## config.mk

```make
export PLATFORM = sky130hd
export DESIGN_NAME = dsf_fifo
export DESIGN_NICKNAME = d
export VERILOG_FILES = /design/src/design/dsf_pkg.sv /design/src/design/dsf_fifo.sv
export SDC_FILE = /design/constraint.sdc
export NUM_CORES = 1
export LEC_CHECK = 0
export ABC_AREA = 0
export BUFFER_PORTS_ARGS = -buffer_cell sky130_fd_sc_hd__buf_2
export CORE_MARGIN = 2
export CORE_UTILIZATION = 50
export CTS_CLUSTER_DIAMETER = 120
export DETAILED_ROUTE_END_ITERATION = 8
export GPL_ROUTABILITY_DRIVEN = 0
export GPL_TIMING_DRIVEN = 0
export HOLD_SLACK_MARGIN = 0.02
export PLACE_DENSITY = 0.71
export SKIP_CTS_REPAIR_TIMING = 1
export SLEW_MARGIN = 20
export SYNTH_ARGS = -nofsm -noshare
export SYNTH_HDL_FRONTEND = slang
export SYNTH_SLANG_ARGS = --single-unit
export TNS_END_PERCENT = 10
```

## constraint.sdc

```tcl
create_clock -name clk -period 13.1 [get_ports clk]
set_input_delay 2.62 -clock clk [delete_from_list [all_inputs] [get_ports clk]]
set_output_delay 2.62 -clock clk [all_outputs]
set_load 0.01 [all_outputs]
```

## src/design/dsf_pkg.sv

```systemverilog
// Shared types, constants and fixed-point helpers for the damped spring force block.
// Used by every module of the block; depends on nothing else.
package dsf_pkg;

  localparam int FRAC_BITS    = 16;
  localparam int CORDIC_STEPS = 16;
  localparam int FIFO_DEPTH   = 4;

  // Angle difference scaled to Q30, its biased width and the number of reduction steps
  localparam int ZW   = 63 - FRAC_BITS;
  localparam int RW   = ZW + 1;
  localparam int NRED = ZW - 32;

  localparam int CFG_IDX_W = 4;
  localparam logic [CFG_IDX_W-1:0] REG_STIFFNESS   = 4'd0;
  localparam logic [CFG_IDX_W-1:0] REG_DAMPING     = 4'd1;
  localparam logic [CFG_IDX_W-1:0] REG_REST_LENGTH = 4'd2;
  localparam logic [CFG_IDX_W-1:0] REG_USE_JOINTS  = 4'd3;
  localparam logic [CFG_IDX_W-1:0] REG_JOINT_ONE   = 4'd4;
  localparam logic [CFG_IDX_W-1:0] REG_JOINT_TWO   = 4'd5;
  localparam logic [CFG_IDX_W-1:0] REG_REF_ONE     = 4'd6;
  localparam logic [CFG_IDX_W-1:0] REG_REF_TWO     = 4'd7;

  localparam logic signed [35:0] Q30_PI      = 36'sd3373259426;
  localparam logic signed [35:0] Q30_HALF_PI = 36'sd1686629713;
  localparam logic signed [35:0] Q30_TWO_PI  = 36'sd6746518852;
  localparam logic signed [63:0] Q30_GAIN    = 64'sd652032874;
  localparam logic [69:0]        MAG_CAP     = 70'd1 << 40;

  typedef struct packed {
    logic [63:0]        body_one_position;
    logic [63:0]        body_one_velocity;
    logic signed [31:0] body_one_spin;
    logic signed [31:0] body_one_angle;
    logic [63:0]        body_two_position;
    logic [63:0]        body_two_velocity;
    logic signed [31:0] body_two_spin;
    logic signed [31:0] body_two_angle;
  } item_t;

  typedef struct packed {
    logic [63:0]        force_vector;
    logic signed [31:0] torque_one;
    logic signed [31:0] torque_two;
    logic               coincident;
  } res_t;

  typedef struct packed {
    logic signed [31:0] stiffness;
    logic signed [31:0] damping;
    logic signed [31:0] rest_length;
    logic               use_joints;
    logic [63:0]        joint_one_offset;
    logic [63:0]        joint_two_offset;
    logic signed [31:0] ref_angle_one;
    logic signed [31:0] ref_angle_two;
  } cfg_t;

  // Anchor points, anchor velocities and rotated offsets handed from front to back
  typedef struct packed {
    logic signed [31:0] p1x, p1y, p2x, p2y;
    logic signed [31:0] v1x, v1y, v2x, v2y;
    logic signed [31:0] o1x, o1y, o2x, o2y;
    logic               joints;
  } q_t;

  function automatic logic signed [33:0] atan_q30(input int i);
    logic signed [33:0] v;
    case (i)
      0:  v = 34'sd843314857;
      1:  v = 34'sd497837829;
      2:  v = 34'sd263043837;
      3:  v = 34'sd133525159;
      4:  v = 34'sd67021687;
      5:  v = 34'sd33543516;
      6:  v = 34'sd16775851;
      7:  v = 34'sd8388437;
      8:  v = 34'sd4194283;
      9:  v = 34'sd2097149;
      10: v = 34'sd1048576;
      11: v = 34'sd524288;
      12: v = 34'sd262144;
      13: v = 34'sd131072;
      14: v = 34'sd65536;
      15: v = 34'sd32768;
      16: v = 34'sd16384;
      17: v = 34'sd8192;
      18: v = 34'sd4096;
      19: v = 34'sd2048;
      20: v = 34'sd1024;
      21: v = 34'sd512;
      22: v = 34'sd256;
      23: v = 34'sd128;
      24: v = 34'sd64;
      default: v = '0;
    endcase
    return v;
  endfunction

  function automatic logic signed [31:0] sat32(input logic signed [47:0] v);
    logic signed [31:0] r;
    if (v > 48'sd2147483647) r = 32'sh7FFFFFFF;
    else if (v < -48'sd2147483648) r = 32'sh80000000;
    else r = 32'(v);
    return r;
  endfunction

  function automatic logic [34:0] umag35(input logic signed [47:0] v);
    logic [47:0] u;
    u = v[47] ? 48'(-v) : 48'(v);
    return (u > 48'h7FFFFFFFF) ? 35'h7FFFFFFFF : 35'(u);
  endfunction

  // sign * min(trunc(|a|*|b| / 2^s), 2^40)
  function automatic logic signed [41:0] mulsh(input logic signed [47:0] a,
                                               input logic signed [47:0] b,
                                               input int s);
    logic [69:0] p;
    logic [69:0] r;
    logic        neg;
    neg = a[47] ^ b[47];
    p = 70'(umag35(a)) * 70'(umag35(b));
    r = p >> s;
    if (r > MAG_CAP) r = MAG_CAP;
    return neg ? -42'(r) : 42'(r);
  endfunction

endpackage

```

## src/design/dsf_fifo.sv

```systemverilog
// Short queue between front and back ends.
// Depends on dsf_pkg (q_t, FIFO_DEPTH).
module dsf_fifo (
  input  logic        clk,
  input  logic        rst,
  input  logic        push,
  input  dsf_pkg::q_t push_data,
  output logic        pop,
  output dsf_pkg::q_t pop_data
);
  import dsf_pkg::*;

  localparam int PW = $clog2(FIFO_DEPTH);
  localparam int CW = $clog2(FIFO_DEPTH + 1);

  q_t            mem [FIFO_DEPTH];
  logic [PW-1:0] wp, rp;
  logic [CW-1:0] count;

  // back end never stalls: drain whenever something is queued
  assign pop      = (count != '0);
  assign pop_data = mem[rp];

  always_ff @(posedge clk) begin
    if (push) mem[wp] <= push_data;
  end

  always_ff @(posedge clk) begin
    if (rst) begin
      wp    <= '0;
      rp    <= '0;
      count <= '0;
    end else begin
      if (push) wp <= wp + PW'(1);
      if (pop) rp <= rp + PW'(1);
      count <= count + CW'(push) - CW'(pop);
    end
  end

`ifndef NO_ASSERTIONS
  a_occupancy: assert property (@(posedge clk) disable iff (rst) count <= CW'(1))
    else $error("queue holds more than one transfer");
  a_fill: assert property (@(posedge clk) disable iff (rst)
    push && count == '0 |=> count == CW'(1))
    else $error("transfer into empty queue lost");
  a_drain: assert property (@(posedge clk) disable iff (rst)
    !push && pop |=> count == '0)
    else $error("queue did not drain");
`endif

endmodule

```

==> results of run 1 <==
layout by cell type (no fill, tap or decap), types with 3 or more instances in the layout:
cell / n
inv_1: 6
nor2b_1: 3
bufinv_16: 8
edfxtp_1: 1540
and2_4: 4
buf_12: 5
buf_6: 40
diode_2: 40
nor2_1: 4
clkinvlp_4: 4
dfxtp_1: 9
clkbuf_16: 161
ha_1: 6
clkinv_1: 39
clkinv_2: 18
mux4_2: 385
clkbuf_1: 38
buf_2: 812
buf_16: 29
registers in the layout (all words and copies together), names as in the netlist, named ones only:
name and cells:
count 3, mem 1540, rp 2, wp 2
worst paths after layout:
kind / endpoint / slack, ps / cells past startpoint
hold reg to reg: wp[1] / 570 / 2
setup reg to reg: mem[2][177] / 10280 / 7
hold / removal: wp[1] / 570 / 2
setup / recovery: pop_data[57] / 7360 / 5
routing by layer:
layer  part of all wire  track usage
met4              0.041       0.0913
met2               0.51        0.357
met1               0.35        0.246
met3              0.099       0.0825
met5             0.0036            0
worst max-delay path, stage by stage, from the launching register on:
cell	delay, ps
dfxtp_1	300
buf_2	290
clkbuf_1	720
buf_2	460
mux4_2	410
buf_2	200
report_power, final:
group | leakage (nW) | switching, mW | total (mW) | internal, mW
clock network | 2.31 | 1.74 | 4.13 | 2.39
registers | 14.2 | 0.0548 | 5.76 | 5.71
logic | 6.16 | 1.80 | 3.36 | 1.56
Yosys cell counts:
| cell | number | area, sq um |
|---|---|---|
| edfxtp_1 | 1540 | 46200 |
| mux4_2 | 385 | 8670 |
| buf_2 | 40 | 200 |
| buf_6 | 40 | 450 |
| dfxtp_1 | 9 | 180 |
| clkbuf_1 | 7 | 26.3 |
| ha_1 | 6 | 75.1 |
| inv_1 | 6 | 22.5 |
| and2_1 | 4 | 25.0 |
| nor2_1 | 4 | 15.0 |
| nor2b_1 | 3 | 18.8 |
| nor3_1 | 2 | 10.0 |
| fa_1 | 1 | 20.0 |
| mux2_2 | 1 | 11.3 |
| mux2i_1 | 1 | 10.0 |
| nor4_1 | 1 | 6.26 |
| o31a_1 | 1 | 8.76 |
| or3_1 | 1 | 6.26 |
| xnor2_1 | 1 | 8.76 |
| xor3_1 | 1 | 23.8 |
through the flow:
step	power, mW	util	worst slack, ps	setup TNS, ps
finish	13.3	0.608	7360	0
global route	13.8	0.608	7210	0
CTS	13.4	0.607	7250	0
detailed placement	9.28	0.565	8010	0
global placement	9.35	0.557	-5410	-8184900
floorplan	8.01	-	1020	0
kinds of logic (layout without fill, tap and decap cells):
logic type / Yosys count / in the layout / synth area share
AND/OR/NAND/NOR: 15 / 15 / 0.00145
adder cells (fa/ha/maj): 7 / 7 / 0.00170
other: 0 / 40 / 0
AO/OA/AOI/OAI: 1 / 1 / 0.000156
multiplexers: 387 / 387 / 0.155
flip-flops: 1549 / 1549 / 0.829
XOR/XNOR: 2 / 2 / 0.000581
buffers and inverters: 93 / 1166 / 0.0125
area by class of cell:
type | instances | area, sq um
inverters | 6 | 22.5
well taps | 1488 | 1860
clock inverters | 75 | 597
multi-input cells | 412 | 8920
fillers | 7547 | 43500
repair buffers | 806 | 4760
plain buffers | 87 | 677
clock buffers | 192 | 4150
diodes | 40 | 100
flip-flops and latches | 1549 | 46400
==> results.sh, run 1 <==
export IMPL_outcome="completed"
export IMPL_fin_hold_ws_ps=572
export IMPL_setup_worst_path_end_class="output port"
export IMPL_rsz0062_at_grt="no"
export IMPL_min_period_over_period=0.438
export IMPL_placed_area_sq_um=62700
export IMPL_layout_drive_gt1_share=0.471
export IMPL_grt_usage=0.214
export IMPL_cts_clk_slew_worst_paths_ps=60
export IMPL_grt_pass1_wl_um=180000
export IMPL_p_per_area_nw_per_um2=196
export IMPL_cp_max_fo=10
export IMPL_nNetsFinal=3411
export IMPL_wl_per_cell_um=26.4
export IMPL_cp_required_ps=10480
export IMPL_dp_cells=4348
export IMPL_clock_latency_ps=720
export IMPL_cts_root_buf="clkbuf_16"
export IMPL_grt_pass1_vias=27500
export IMPL_finalSetupViolCount=0
export IMPL_fin_crit_ps=5740
export IMPL_cp_start_kind="flop"
export IMPL_timing_rr_start="wp[0]"
export IMPL_synth_avg_cell_area_sq_um=27.3
export IMPL_cp_arrival_ps=3120
export IMPL_path_class="reg -> out"
export IMPL_synth_cell_type_count=20
export IMPL_die_w_um=339
export IMPL_slew_headroom=0.324
export IMPL_die_area_sq_um=115000
export IMPL_start_util=0.505
export IMPL_ir_drop_v=0.000151
export IMPL_synthCells=2054
export IMPL_core_area_sq_um=111000
export IMPL_final_area_sq_um=67500
export IMPL_antenna_found_initial=65
export IMPL_fp_dieH_um=339
export IMPL_drc_errors=0
export IMPL_hp_class="reg -> reg"
export IMPL_synth_seq_cells=1549
export IMPL_drv_slew=0
export IMPL_hpwl_um=81300
export IMPL_area_growth_pct=20.5
export IMPL_skew_ps=19.9
export IMPL_finalHoldViolations=0
export IMPL_min_from="wp[1]"
export IMPL_cts_buffers=154
export IMPL_grt_overflow_total=0
export IMPL_p_leak_nw=22.7
export IMPL_port_buffers=772
export IMPL_maxCapViolCount=0
export IMPL_rows=122
export IMPL_routed_wl_um=123000
export IMPL_fin_cells=4655
export IMPL_synth_nets=2449
export IMPL_syn_area_sq_um=56000
export IMPL_ys_warnings_count=0
export IMPL_tightest_slew_ps=1010
export IMPL_cts_tree="yes"
export IMPL_firstDrtPassIters=4
export IMPL_drt_iter0_drc=1887
export IMPL_timing_fmax_mhz=174
export IMPL_grt_max_degree=51
export IMPL_vias=26000
export IMPL_drtAntennaViolNets=0
export IMPL_io_pins=774
export IMPL_cts_buffer_depth=3
export IMPL_seq_area_frac_synth=0.829
export IMPL_via_per_inst=5.59
export IMPL_htree_levels=4
export IMPL_cts_sink_count=1549
Power figures use the tool's default switching activity.
==> run 2, diff against run 1 <==
clock period = 5.5 ns   (was 13.1 ns; I/O delays follow)
==> run 2 against run 1 <==
Effect of this change: clock-buffer cell count fell by 6; clock power rose by 140%; critical path type unchanged; core utilization rose by 0.14 points; final cell count barely moved.
==> results.sh, run 2 (synthesized netlist as in run 1, its figures left out) <==
export IMPL_htree_levels=4
export IMPL_fin_crit_ps=4320
export IMPL_firstDrtPassIters=7
export IMPL_drtAntennaViolNets=0
export IMPL_finalHoldViolations=0
export IMPL_cp_required_ps=4400
export IMPL_drv_slew=0
export IMPL_grt_pass1_wl_um=181000
export IMPL_hpwl_um=84000
export IMPL_nNetsFinal=3413
export IMPL_switching_share=0.271
export IMPL_rr_endpoint="mem[3][373]"
export IMPL_finalWorstSetupSlack_ps=1180
export IMPL_wl_met3_um=13000
export IMPL_p_per_area_nw_per_um2=470
export IMPL_path_class="reg -> out"
export IMPL_top_layer="met5"
export IMPL_routed_wl_um=124000
export IMPL_path_cells="buf_2 > clkbuf_1 > buf_2 > mux4_2 > buf_2"
export IMPL_ir_drop_v=0.000348
export IMPL_power_frac_comb=0.252
export IMPL_io_pins=774
export IMPL_rows=122
export IMPL_cts_tree="yes"
export IMPL_via_per_inst=5.55
export IMPL_regMostFlops="mem"
export IMPL_maxCapViolCount=0
export IMPL_finalPower_mw=31.8
export IMPL_p_switching_mw=8.63
export IMPL_grt_pass1_vias=27300
export IMPL_rsz0062_at_grt="no"
export IMPL_final_common_cell="edfxtp_1"
export IMPL_grt_max_degree=49
export IMPL_slew_headroom=0.280
export IMPL_vias=25800
export IMPL_outcome="completed"
export IMPL_post_place_ws_ps=1830
export IMPL_crit_buf_inv=4
export IMPL_drc_errors=0
export IMPL_skew_ps=42.4
export IMPL_min_from="push_data[81]"
export IMPL_final_area_sq_um=67700
export IMPL_fp_dieH_um=339
export IMPL_internal_power_mw=23.2
export IMPL_tightest_slew_ps=1080
export IMPL_clockPowerShare=0.316
export IMPL_met1Wirelength_um=44000
export IMPL_cts_sink_count=1549
export IMPL_critPathSlowestCell="clkbuf_1"
export IMPL_timing_rr_start="wp[0]"
export IMPL_wl_per_cell_um=26.6
export IMPL_placed_area_sq_um=62700
export IMPL_top_regs="mem x1540, count x3"
export IMPL_die_w_um=339
export IMPL_die_area_sq_um=115000
export IMPL_cts_buffer_depth=3
export IMPL_dr_wl_met2_um=62900
export IMPL_core_area_sq_um=111000
export IMPL_layout_drive_gt1_share=0.474
export IMPL_start_util=0.505
export IMPL_drt_iter0_drc=1870
export IMPL_hp_class="in -> reg"
export IMPL_p_leak_nw=22.8
export IMPL_grt_overflow_total=0
export IMPL_cts_clk_slew_worst_paths_ps=60
export IMPL_fin_hold_ws_ps=560
export IMPL_hold_path_end="mem[2][81]"
export IMPL_cp_arrival_ps=3220
export IMPL_min_period_over_period=0.786
export IMPL_layout_common_cells="edfxtp_1, buf_2, mux4_2"
export IMPL_largest_reg_flops=1540
export IMPL_min_path_cells=1
export IMPL_timing_fmax_mhz=231
export IMPL_reg2reg_depth=6
export IMPL_port_buffers=772
export IMPL_cts_root_buf="clkbuf_16"
export IMPL_cpLargestDelayFamily="buffers and inverters"
export IMPL_cts_buffers=154
export IMPL_setup_worst_path_end_class="output port"
export IMPL_crit_top_cell="buf_2"
export IMPL_seq_power_share=0.431
export IMPL_finalSetupViolCount=0
export IMPL_area_growth_pct=20.8
export IMPL_cp_max_fo=10
export IMPL_clock_latency_ps=750
export IMPL_r2r_slack_ps=2820
export IMPL_cp_start_kind="flop"
export IMPL_grt_usage=0.216
export IMPL_critPathMaxStageDelay_ps=840
export IMPL_antenna_found_initial=61
## run 2: worst max path at each step
stage / from / end / depth (start not counted)
floorplan: push / mem[3][0] / 1
global placement: push / mem[3][366] / 2
detailed placement: flop / pop_data[205] / 5
CTS: flop / pop_data[195] / 5
global route: flop / pop_data[195] / 5
finish: flop / pop_data[195] / 5
## run 2: final cells by class
class	count	area, sq um
timing repair buffer	808	4790
clock buffer	186	4040
antenna	32	80.1
inverter	6	22.5
buffer	87	677
clock inverter	86	850
sequential	1549	46400
multi-input combinational	412	8920
fill	7458	43300
tap	1488	1860
## run 2: routing by layer
layer  global-route usage  vias to the layer above
met2                0.359                     1055
li1                     -                    11000
met1                0.258                    13400
met5                    0                        -
met4               0.0690                       70
met3               0.0858                      277
## run 2: power by group through the flow
stage | Clock [mW] | Combinational, mW | Sequential (mW)
after global placement | 0 | 7.95 | 14.1
final | 10.1 | 8.02 | 13.7
after global routing | 10.7 | 8.53 | 13.8
after floorplan | 0 | 4.93 | 14.0
after CTS | 10.3 | 8.20 | 13.7
after detailed placement | 0 | 8.14 | 14.0
## run 2: stage by stage
| step | setup TNS (ps) | utilization | cells |
|---|---|---|---|
| 6_report | 0 | 0.610 | 4654 |
| 5_1_grt | 0 | 0.609 | 4636 |
| 4_1_cts | 0 | 0.609 | 4622 |
| 3_5_place_dp | 0 | 0.565 | 4350 |
| 3_3_place_gp | -3851300 | 0.557 | 4314 |
| 2_1_floorplan | -563070 | - | 2054 |
